File: src/design/lcar_pkg.sv
// Shared types and constants for the load-cell ADC reader with averaging.
// Used by load_cell_adc_reader_avg; depends on nothing else.
`timescale 1ns / 1ps

package lcar_pkg;

   // Number of readings summed before an average is published.
   localparam int unsigned AVG_COUNT = 10;

   // Converter word length and derived widths.
   localparam int unsigned DATA_BITS  = 24;
   localparam int unsigned SUM_BITS   = 28;
   localparam int unsigned PULSE_BITS = 5;
   localparam int unsigned COUNT_BITS = 4;

   // Reciprocal used to divide the sum magnitude by AVG_COUNT.
   localparam int unsigned RECIP_SHIFT = 31;
   localparam logic [31:0] AVG_RECIP   = 32'((64'd1 << RECIP_SHIFT) / AVG_COUNT);

   // Register map (word index).
   localparam logic [2:0] REG_HALF_PERIOD   = 3'd0;
   localparam logic [2:0] REG_GAIN_SELECT   = 3'd1;
   localparam logic [2:0] REG_READY_TIMEOUT = 3'd2;
   localparam logic [2:0] REG_INIT_TIMEOUT  = 3'd3;
   localparam logic [2:0] REG_BACKOFF       = 3'd4;

   // Register reset values.
   localparam logic [15:0] HALF_PERIOD_RESET   = 16'd50;
   localparam logic [1:0]  GAIN_SELECT_RESET   = 2'd2;
   localparam logic [31:0] READY_TIMEOUT_RESET = 32'd25000000;
   localparam logic [31:0] INIT_TIMEOUT_RESET  = 32'd10000000;
   localparam logic [31:0] BACKOFF_RESET       = 32'd25000000;

   typedef enum logic [1:0] {
      MODE_INIT,
      MODE_WAIT,
      MODE_READ,
      MODE_ERROR
   } mode_type;

endpackage

File: src/design/load_cell_adc_reader_avg.sv
// Serial reader for a 24-bit load-cell ADC with an average over AVG_COUNT readings.
// Each result word is registered from its accepted tick word.
// Throughput: one tick word per cycle; the result register lets a new word in while
// the last result waits, and the input stalls only when that register is full and stalled.
// Reset (synchronous, active high) clears control state and loads register defaults.
// Uses lcar_pkg for the register map, defaults and the state type.
`timescale 1ns / 1ps

module load_cell_adc_reader_avg
   import lcar_pkg::*;
(
   input  logic                        clock,
   input  logic                        reset,
   // Tick words: one sampled level of the ADC data line each.
   input  logic                        req_valid,
   output logic                        req_stall,
   input  logic                        req_dout_level,
   // Result words: one per tick word.
   output logic                        rsp_valid,
   input  logic                        rsp_stall,
   output logic                        rsp_sck_level,
   output logic                        rsp_sample_valid,
   output logic signed [DATA_BITS-1:0] rsp_sample_value,
   output logic                        rsp_average_valid,
   output logic signed [DATA_BITS-1:0] rsp_average_value,
   output logic                        rsp_fault,
   output logic                        rsp_init_done,
   // Register port.
   input  logic                        csr_psel,
   input  logic                        csr_penable,
   input  logic                        csr_pwrite,
   input  logic [4:0]                  csr_paddr,
   input  logic [31:0]                 csr_pwdata,
   output logic [31:0]                 csr_prdata,
   output logic                        csr_pready
);

   // ------------------------------------------------------------------
   // Configuration registers. Writes take effect at once; the block is
   // expected to be idle when they happen.
   // ------------------------------------------------------------------
   logic [15:0] half_period_ff;
   logic [1:0]  gain_select_ff;
   logic [31:0] ready_timeout_ff;
   logic [31:0] init_timeout_ff;
   logic [31:0] backoff_ff;
   logic        csr_write;
   logic [2:0]  csr_index;

   assign csr_pready = 1'b1;
   assign csr_write  = csr_psel & csr_penable & csr_pwrite & csr_pready;
   assign csr_index  = csr_paddr[4:2];

   always_ff @(posedge clock) begin
      if (reset) begin
         half_period_ff   <= HALF_PERIOD_RESET;
         gain_select_ff   <= GAIN_SELECT_RESET;
         ready_timeout_ff <= READY_TIMEOUT_RESET;
         init_timeout_ff  <= INIT_TIMEOUT_RESET;
         backoff_ff       <= BACKOFF_RESET;
      end else if (csr_write) begin
         case (csr_index)
            REG_HALF_PERIOD:   half_period_ff   <= csr_pwdata[15:0];
            REG_GAIN_SELECT:   gain_select_ff   <= csr_pwdata[1:0];
            REG_READY_TIMEOUT: ready_timeout_ff <= csr_pwdata;
            REG_INIT_TIMEOUT:  init_timeout_ff  <= csr_pwdata;
            REG_BACKOFF:       backoff_ff       <= csr_pwdata;
            default: ;
         endcase
      end
   end

   always_comb begin
      case (csr_index)
         REG_HALF_PERIOD:   csr_prdata = {16'd0, half_period_ff};
         REG_GAIN_SELECT:   csr_prdata = {30'd0, gain_select_ff};
         REG_READY_TIMEOUT: csr_prdata = ready_timeout_ff;
         REG_INIT_TIMEOUT:  csr_prdata = init_timeout_ff;
         REG_BACKOFF:       csr_prdata = backoff_ff;
         default:           csr_prdata = 32'd0;
      endcase
   end

   // ------------------------------------------------------------------
   // Handshake. The result register is refilled on every accepted tick;
   // the input stalls only while that register holds a word nobody takes.
   // ------------------------------------------------------------------
   logic rsp_valid_ff;
   logic accept;

   assign req_stall = rsp_valid_ff & rsp_stall;
   assign accept    = req_valid & ~req_stall;
   assign rsp_valid = rsp_valid_ff;

   // ------------------------------------------------------------------
   // Reader state.
   // ------------------------------------------------------------------
   mode_type                    mode_ff, mode_in;
   logic [31:0]                 tick_count_ff, tick_count_in;
   logic [PULSE_BITS-1:0]       pulse_index_ff, pulse_index_in;
   logic                        clock_out_ff, clock_out_in;
   logic [DATA_BITS-1:0]        shift_word_ff, shift_word_in;
   logic signed [DATA_BITS-1:0] last_reading_ff, last_reading_in;
   logic signed [SUM_BITS-1:0]  running_sum_ff, running_sum_in;
   logic [COUNT_BITS-1:0]       sum_count_ff, sum_count_in;
   logic signed [DATA_BITS-1:0] average_hold_ff, average_hold_in;
   logic                        started_ff, started_in;
   logic                        sample_valid_in;
   logic                        average_valid_in;

   // Quotient of the current sum, kept up to date by a short pipeline.
   logic signed [DATA_BITS-1:0] quot_ff;

   logic [31:0]           tick_next;
   logic [31:0]           wait_limit;
   logic [PULSE_BITS-1:0] pulse_total;
   logic [PULSE_BITS-1:0] pulse_next;

   assign tick_next   = tick_count_ff + 32'd1;
   assign wait_limit  = (mode_ff == MODE_INIT) ? init_timeout_ff : ready_timeout_ff;
   assign pulse_total = PULSE_BITS'(DATA_BITS) + PULSE_BITS'(gain_select_ff)
                      + PULSE_BITS'(1);
   assign pulse_next  = pulse_index_ff + PULSE_BITS'(1);

   always_comb begin
      mode_in          = mode_ff;
      tick_count_in    = tick_count_ff;
      pulse_index_in   = pulse_index_ff;
      clock_out_in     = clock_out_ff;
      shift_word_in    = shift_word_ff;
      last_reading_in  = last_reading_ff;
      running_sum_in   = running_sum_ff;
      sum_count_in     = sum_count_ff;
      average_hold_in  = average_hold_ff;
      started_in       = started_ff;
      sample_valid_in  = 1'b0;
      average_valid_in = 1'b0;

      case (mode_ff)
         MODE_INIT, MODE_WAIT: begin
            clock_out_in = 1'b0;
            if (!req_dout_level) begin
               // Data line low: conversion ready, start the first high phase.
               mode_in        = MODE_READ;
               clock_out_in   = 1'b1;
               tick_count_in  = 32'd1;
               pulse_index_in = '0;
               shift_word_in  = '0;
            end else if (tick_next >= wait_limit) begin
               // Timed out. During start-up the wait simply restarts.
               tick_count_in = 32'd0;
               if (mode_ff == MODE_WAIT) begin
                  mode_in = MODE_ERROR;
               end
            end else begin
               tick_count_in = tick_next;
            end
         end
         MODE_READ: begin
            if (tick_count_ff >= {16'd0, half_period_ff}) begin
               tick_count_in = 32'd1;
               if (clock_out_ff) begin
                  // End of a high phase: the clock falls and a data bit is taken.
                  if (pulse_index_ff < PULSE_BITS'(DATA_BITS)) begin
                     shift_word_in = {shift_word_ff[DATA_BITS-2:0], req_dout_level};
                  end
                  clock_out_in = 1'b0;
               end else begin
                  pulse_index_in = pulse_next;
                  if (pulse_next >= pulse_total) begin
                     // Data and gain pulses are done; go back to the ready wait.
                     mode_in        = MODE_WAIT;
                     tick_count_in  = 32'd0;
                     pulse_index_in = '0;
                     if (!started_ff) begin
                        // The first read after reset only finishes start-up.
                        started_in = 1'b1;
                     end else begin
                        last_reading_in = $signed(shift_word_ff);
                        sample_valid_in = 1'b1;
                        if (sum_count_ff < COUNT_BITS'(AVG_COUNT)) begin
                           running_sum_in = running_sum_ff
                                          + SUM_BITS'($signed(shift_word_ff));
                           sum_count_in   = sum_count_ff + COUNT_BITS'(1);
                        end else begin
                           // This reading publishes the average instead of adding in.
                           average_hold_in  = quot_ff;
                           running_sum_in   = '0;
                           sum_count_in     = '0;
                           average_valid_in = 1'b1;
                        end
                     end
                  end else begin
                     clock_out_in = 1'b1;
                  end
               end
            end else begin
               tick_count_in = tick_next;
            end
         end
         MODE_ERROR: begin
            clock_out_in = 1'b0;
            if (tick_next >= backoff_ff) begin
               tick_count_in = 32'd0;
               mode_in       = MODE_WAIT;
            end else begin
               tick_count_in = tick_next;
            end
         end
         default: begin
            clock_out_in  = 1'b0;
            tick_count_in = 32'd0;
            mode_in       = MODE_WAIT;
         end
      endcase
   end

   always_ff @(posedge clock) begin
      if (reset) begin
         mode_ff         <= MODE_INIT;
         tick_count_ff   <= 32'd0;
         pulse_index_ff  <= '0;
         clock_out_ff    <= 1'b0;
         shift_word_ff   <= '0;
         last_reading_ff <= '0;
         running_sum_ff  <= '0;
         sum_count_ff    <= '0;
         average_hold_ff <= '0;
         started_ff      <= 1'b0;
      end else if (accept) begin
         mode_ff         <= mode_in;
         tick_count_ff   <= tick_count_in;
         pulse_index_ff  <= pulse_index_in;
         clock_out_ff    <= clock_out_in;
         shift_word_ff   <= shift_word_in;
         last_reading_ff <= last_reading_in;
         running_sum_ff  <= running_sum_in;
         sum_count_ff    <= sum_count_in;
         average_hold_ff <= average_hold_in;
         started_ff      <= started_in;
      end
   end

   // ------------------------------------------------------------------
   // Average pipeline. The sum changes only when a read completes, and the
   // next publish comes at least one full read later, so the latency of the
   // mag, prod, q_fix and quot registers here is never visible. Division by
   // AVG_COUNT is done on the magnitude with a reciprocal multiply and one
   // correction step, then the sign is put back, which truncates toward zero.
   // ------------------------------------------------------------------
   logic [SUM_BITS-1:0]             mag_ff, mag2_ff;
   logic                            neg_ff, neg2_ff, neg3_ff;
   logic [SUM_BITS+31:0]            prod_ff;
   logic [SUM_BITS-1:0]             q_est;
   logic [SUM_BITS-1:0]             q_rem;
   logic [SUM_BITS-1:0]             q_fix_ff;

   assign q_est = prod_ff[SUM_BITS+RECIP_SHIFT-1:RECIP_SHIFT];
   assign q_rem = mag2_ff - SUM_BITS'(q_est * SUM_BITS'(AVG_COUNT));

   always_ff @(posedge clock) begin
      neg_ff   <= running_sum_ff[SUM_BITS-1];
      mag_ff   <= running_sum_ff[SUM_BITS-1] ? SUM_BITS'(-running_sum_ff)
                                             : SUM_BITS'(running_sum_ff);
      prod_ff  <= (SUM_BITS+32)'(mag_ff) * (SUM_BITS+32)'(AVG_RECIP);
      mag2_ff  <= mag_ff;
      neg2_ff  <= neg_ff;
      q_fix_ff <= (q_rem >= SUM_BITS'(AVG_COUNT)) ? q_est + SUM_BITS'(1) : q_est;
      neg3_ff  <= neg2_ff;
      quot_ff  <= neg3_ff ? DATA_BITS'(-q_fix_ff) : DATA_BITS'(q_fix_ff);
   end

   // ------------------------------------------------------------------
   // Result register.
   // ------------------------------------------------------------------
   always_ff @(posedge clock) begin
      if (reset) begin
         rsp_valid_ff <= 1'b0;
      end else if (accept) begin
         rsp_valid_ff <= 1'b1;
      end else if (!rsp_stall) begin
         rsp_valid_ff <= 1'b0;
      end
   end

   always_ff @(posedge clock) begin
      if (accept) begin
         rsp_sck_level     <= clock_out_in;
         rsp_sample_valid  <= sample_valid_in;
         rsp_sample_value  <= last_reading_in;
         rsp_average_valid <= average_valid_in;
         rsp_average_value <= average_hold_in;
         rsp_fault         <= (mode_in == MODE_ERROR);
         rsp_init_done     <= started_in;
      end
   end

endmodule
File: config.mk
export PLATFORM = sky130hd
export DESIGN_NAME = load_cell_adc_reader_avg
export DESIGN_NICKNAME = d
export VERILOG_FILES = /design/src/design/lcar_pkg.sv /design/src/design/load_cell_adc_reader_avg.sv
export SDC_FILE = /design/constraint.sdc
export NUM_CORES = 2
export LEC_CHECK = 0
export ABC_CLOCK_PERIOD_IN_PS = 6600
export BUFFER_PORTS_ARGS = -buffer_cell sky130_fd_sc_hd__buf_2
export CAP_MARGIN = 5
export CORE_MARGIN = 4
export CORE_UTILIZATION = 32
export DETAILED_ROUTE_END_ITERATION = 12
export PLACE_DENSITY_LB_ADDON = 0.12
export REMOVE_ABC_BUFFERS = 1
export SLEW_MARGIN = 20
export SYNTH_ARGS = -nofsm -noshare
export SYNTH_HDL_FRONTEND = slang
export SYNTH_SLANG_ARGS = --single-unit
File: constraint.sdc
create_clock -name clock -period 6.6 [get_ports clock]
set_input_delay 0 -clock clock [delete_from_list [all_inputs] [get_ports clock]]
set_output_delay 0 -clock clock [all_outputs]
set_load 0.005 [all_outputs]
Word level (Yosys, flattened, before mapping):

Index checks and enable logic that the tools add are counted.

* bits in registers: 474
* bits in latches: 0
* memory bits (writable): 0
* memory bits (read-only): 0
* bits of input ports: 45
* output and inout port bits: 88
* word-level logic and storage cells: 145
* memories kept: 0

* $add $sub $neg: 10
* multipliers: 2
* div/mod/pow operators: 0
* order comparisons: 7
* equal/unequal tests: 14
* shift operators: 0
* multiplexer cells: 56
* bitwise gates (word level): 10
* reduce and logical (&&, ||, !) cells: 14

Operators by type and width (number)
* 24-bit two-way mux: 17
* 32-bit two-way mux: 5
* 32-bit one-hot mux with 5 select lines: 1
* 32-bit one-hot mux with 3 select lines: 1
* 32-bit >= comparator: 2
* 28-bit by 26-bit multiplier with 54-bit output, second input constant: 1
* 24-bit one-hot mux with 2 select lines: 1
* 32-bit by 1-bit adder with 32-bit output, second input constant: 1
* 32-bit by 16-bit >= comparator with 1-bit output: 1
* 28-bit by 24-bit adder with 28-bit output: 1
* 28-bit by 4-bit >= comparator with 1-bit output, second input constant: 1
* 28-bit two-way mux: 1
* 28-bit negation: 1
* 28-bit subtractor: 1
* 25-bit by 3-bit multiplier with 27-bit output, second input constant: 1
* 27-bit two-way mux: 1
* 24-bit by 1-bit adder with 24-bit output, second input constant: 1
* 24-bit negation: 1
* 5-bit two-way mux: 4
* 1-bit two-way mux: 14
* 2-bit two-way mux: 7
* 6-bit AND reduction: 2
* 5-bit by 1-bit adder with 5-bit output, second input constant: 2
* 2-bit inequality test, second input constant: 5
* other kinds (25): 40

Logic depth before layout (Yosys ltp):

* word-level depth: 8
* mapped depth: 29
* mapped depth without buffers: 28

Least setup slack after synthesis:

No wires, ideal clock.

* path type: register to register
* start: register mag_ff[12]
* end: register prod_ff[55]
* data arrival time: 6560 ps
* slack: -81 ps
* cell stages (with the launch flop): 25
* path buffers: 0
* period minus slack after synthesis: 6681 ps
* cell sequence: dfxtp_1 > ha_1 > fa_1 > inv_1 > fa_1 > fa_1 > inv_1 > fa_1 > fa_1 > inv_1 > fa_1 > inv_1 > ha_1 > a21o_1 > a21o_1 > a211o_1 > nor4_1 > o211ai_1 > a21oi_1 > o32ai_2 > a41o_1 > a221o_1 > nor2_1 > o21ai_1 > xnor2_1

* longest elaborated chain between the ends: 1

RTL lines
* start: declaration: RTL line load_cell_adc_reader_avg.sv:251 `logic [SUM_BITS-1:0] mag_ff, mag2_ff;`
* start signal: assignment: RTL line load_cell_adc_reader_avg.sv:263 `mag_ff <= running_sum_ff[SUM_BITS-1] ? SUM_BITS'(-running_sum_ff)`
* 28-bit by 26-bit multiplier with 54-bit output: RTL line load_cell_adc_reader_avg.sv:265 `prod_ff <= (SUM_BITS+32)'(mag_ff) * (SUM_BITS+32)'(AVG_RECIP);`
* end signal: assignment: RTL line load_cell_adc_reader_avg.sv:265
* end: declaration: RTL line load_cell_adc_reader_avg.sv:253 `logic [SUM_BITS+31:0] prod_ff;`

No other way between the ends.
A chain may end at the register's enable or synchronous reset.

Worst setup path after layout:

* start: register mag_ff[3]
* end: register prod_ff[54]

Same word-level chain as after synthesis.

==> summary.txt <==
STA
  • Final hold slack: 0.08984 ns
  • Final setup vio count: 8
  • Peak Freq: 0.1506 GHz
  • Minimum clock period: 6.639 ns
  • Slew headroom: 24.21%
  • Final Slew Violations: 0
  • Worst-margin pin slew: 1.137 ns
  • Worst setup margin: -0.03856 ns
  • Period utilization: 100.6%
  • Hold Violations, Final: 0
  • Unrepaired setup endpoints after global routing: yes
  • Clock skew: 0.04320 ns

Worst setup path
  • Reg2Reg Depth: 26
  • Critical path depth: 26
  • Worst Setup End Kind: register
  • CP Class: reg -> reg
  • Critical Path Max Stage Delay: 0.56 ns
  • Worst setup startpoint: mag_ff[3]
  • CP Max Fanout: 3
  • FF-to-FF setup slack: -0.04 ns
  • Most used cell, CP: fa_1
  • Buf/Inv on CP: 7
  • Startpoint Class: register
  • CP endpoint: prod_ff[54]
  • CP top delay family: adder cells
  • Worst R2R End: prod_ff[54]
  • RR Startpoint: mag_ff[3]
  • Critical path required time: 7.11 ns
  • Worst endpoint data arrival time: 7.15 ns
  • CP max stage cell: fa_1

Synth
  • Synth top area share: 22.73%
  • Adder-Cell Fraction of Synth Area: 30.82%
  • Largest family of logic cells by synthesized area: adder cells
  • Most common cell in the netlist: inv_1
  • Most common library cells after synthesis: inv_1, ha_1, dfxtp_1
  • Simple-Gate Fraction of Synth Area: 13.33%
  • Syn. warnings: 0
  • Async S/R FF share, synth: 0%
  • Synthesized area: 34430 um^2
  • #FFs+latches synth: 444
  • Seq/Total Area, Yosys: 27.36%
  • Post-synthesis xor/xnor area fraction: 5.386%
  • Ys flop type: dfxtp_1
  • Area contributors post-synth: dfxtp_1, ha_1, fa_1
  • Synth Area per Inst: 9.191 um^2
  • Netlist cell types: 91
  • Post-synth EDFFs: 53
  • Synth Area in Compound Gates: 10.97%
  • Mux share of post-synthesis cell area: 4.688%
  • Syn Inst Count: 3746
  • Yosys top cell by area: dfxtp_1

Pwr
  • Tot Pwr: 6.212 mW
  • Leak Pwr: 20.34 nW
  • Pwr Density: 148.2 nW/um^2
  • VDD IR max: 181.5 uV

Clocking
  • Root buf cell: clkbuf_16
  • Worst-case clock buffer depth: 3
  • H-Tree Depth: 2
  • CTS sink count: 444
  • TritonCTS buffer count: 54
  • CTS tree: built
  • Clock Latency Late Sink: 0.62 ns
  • Reg clk slew, reported paths: 0.06 ns

Detailed routing
  • DRT Wirelength: 101200 um
  • Post-route DRC violation count: 0
  • Vias/cell: 4.700
  • First DRT Iteration DRCs: 1108
  • Via count: 26214
  • TritonRoute pass-1 iters: 5
  • WL per Instance: 18.15 um
  • Antenna Nets Post-Route: 0

Placed design
  • GP Congestion: 0.8914
  • Buffers on Ports: 129
  • Post-DP Area: 38230 um^2
  • DP Wirelength: 78890 um

GRT
  • Grt met2 use: 30.24%
  • Gr usage total: 17.89%
  • First-pass GRT wire length: 158400 um
  • Vias in the first global route: 27112
  • GR Util met1: 24.35%
  • Grt met3 use: 2.386%
  • Largest net degree at the start of global routing: 176
  • Grt ovf: 0
  • Initial antenna violation count: 4
  • GR peak layer: met2

Outcome
  • Outcome: finished, violations left
  • Failing checks: negative setup slack

Hold path
  • Hold Path Class: in -> reg

Finish
  • Layout cell share with drive strength beyond 1: 17.89%
  • Ant diodes: 0
  • Layout overhead on the synthesized area: 21.71%
  • Post-route cell area: 41910 um^2
  • Fin util: 39.20%
  • Nets: 4866

Floorplan
  • Initial Util: 32.21%
  • Core area: 106900 um^2
  • Rows: 120
  • I/O pin total: 133
  • Die Span Y: 336.0 um
  • Die area: 112900 um^2
  • Die X: 336.0 um

Flow run
  • Number of max-cap violations: 0
[logic make-up after synthesis]
family	Yosys count
mux	155
simple gates	982
flops	444
fa+ha+maj	691
other cells	1
xor+xnor	210
compound gates	588
buf+inv	675
[registers in the layout, indices dropped and copies added, names as in the netlist, 16 cells and up]
name / flops
shift_word_ff: 24
q_fix_ff: 24
mag_ff: 28
quot_ff: 24
rsp_average_value: 24
last_reading_ff: 24
half_period_ff: 16
running_sum_ff: 28
ready_timeout_ff: 32
init_timeout_ff: 32
mag2_ff: 27
average_hold_ff: 24
tick_count_ff: 32
rsp_sample_value: 24
backoff_ff: 32
prod_ff: 25
[cell type report]
class / instances / area, um^2
repair buffers: 445 / 3248
well taps: 1403 / 1755
fillers: 10784 / 65000
multi-input cells: 2627 / 23440
inverters: 558 / 2097
clock buffers: 69 / 1510
clock inverters: 32 / 370.4
flip-flops and latches: 444 / 9485
[through the flow]
| step | setup TNS [ns] | cells | worst slack (ns) |
|---|---|---|---|
| finish | -0.2018 | 5578 | -0.03856 |
| global route | -7.416 | 5578 | -0.3065 |
| CTS | -0.4707 | 5569 | -0.1215 |
| detailed placement | -12.00 | 5395 | -0.6536 |
| global placement | -11.12 | 5395 | -0.6068 |
| floorplan | -0.1648 | 3629 | -0.08093 |
[worst reg2reg max path, delay by kind of cell (launching register included)]
| family | cells | cell delay [ns] |
|---|---|---|
| AOI/OAI and AO/OA | 9 | 1.52 |
| xor gates and xnor gates | 1 | 0.14 |
| adders and majority gates | 8 | 3.66 |
| buffers and inverters | 7 | 0.60 |
| DFF | 1 | 0.37 |
| and+or+nand+nor | 1 | 0.23 |
[cells in the final DEF, fill, tap and decap left out, drive strengths merged, types with 44 or more instances in the layout]
| cell | netlist | layout |
|---|---|---|
| mux2i | 105 | 105 |
| clkbuf | 97 | 70 |
| nand3 | 56 | 56 |
| a21oi | 222 | 222 |
| o21ai | 98 | 98 |
| xor2 | 91 | 91 |
| fa | 262 | 262 |
| dlygate4sd3 | 0 | 44 |
| mux2 | 50 | 50 |
| nand2 | 350 | 350 |
| nor3 | 69 | 69 |
| inv | 558 | 561 |
| buf | 20 | 400 |
| xnor2 | 119 | 119 |
| dfxtp | 391 | 391 |
| edfxtp | 53 | 53 |
| nor2 | 262 | 262 |
| ha | 429 | 429 |
| a21o | 76 | 76 |
[where the power goes]
part	leakage, nW	total, mW	switching, mW	internal (mW)
clock network	0.921	3.13	1.26	1.86
logic	15.7	0.295	0.179	0.116
registers	3.70	2.79	0.0209	2.77
total	20.3	6.21	1.46	4.75
[how the worst min path moves through the flow]
stage,from,end,slack [ns],depth (start not counted)
after global routing,rsp_stall,rsp_sample_valid,0.13,4
final,csr_pwrite,gain_select_ff[1],0.09,5
after global placement,req_valid,rsp_valid,0.24,3
after floorplan,reset,backoff_ff[0],0.07,1
after CTS,csr_pwrite,gain_select_ff[1],0.07,5
after detailed placement,csr_pwdata[18],backoff_ff[18],0.25,2
[layer usage]
layer / vias to the layer above / wire length [um] / part of all wire [%]
met1: 12486 / 47950 / 47
met2: 363 / 47710 / 47
met3: 109 / 3349 / 3.3
met4: 0 / 2219 / 2.2
li1: 13256 / - / -
met5: - / 0 / 0
[what timing repair did]
item | CTS | global route
gates cloned | 2 | 0
setup buffers | 28 | 15
hold endpoints to repair | 171 | 0
gates resized for setup | 143 | 91
setup endpoints to repair | 42 | 36
pin swaps | 103 | 91
hold buffers | 44 | 0
(Power assumes the default switching activity.)
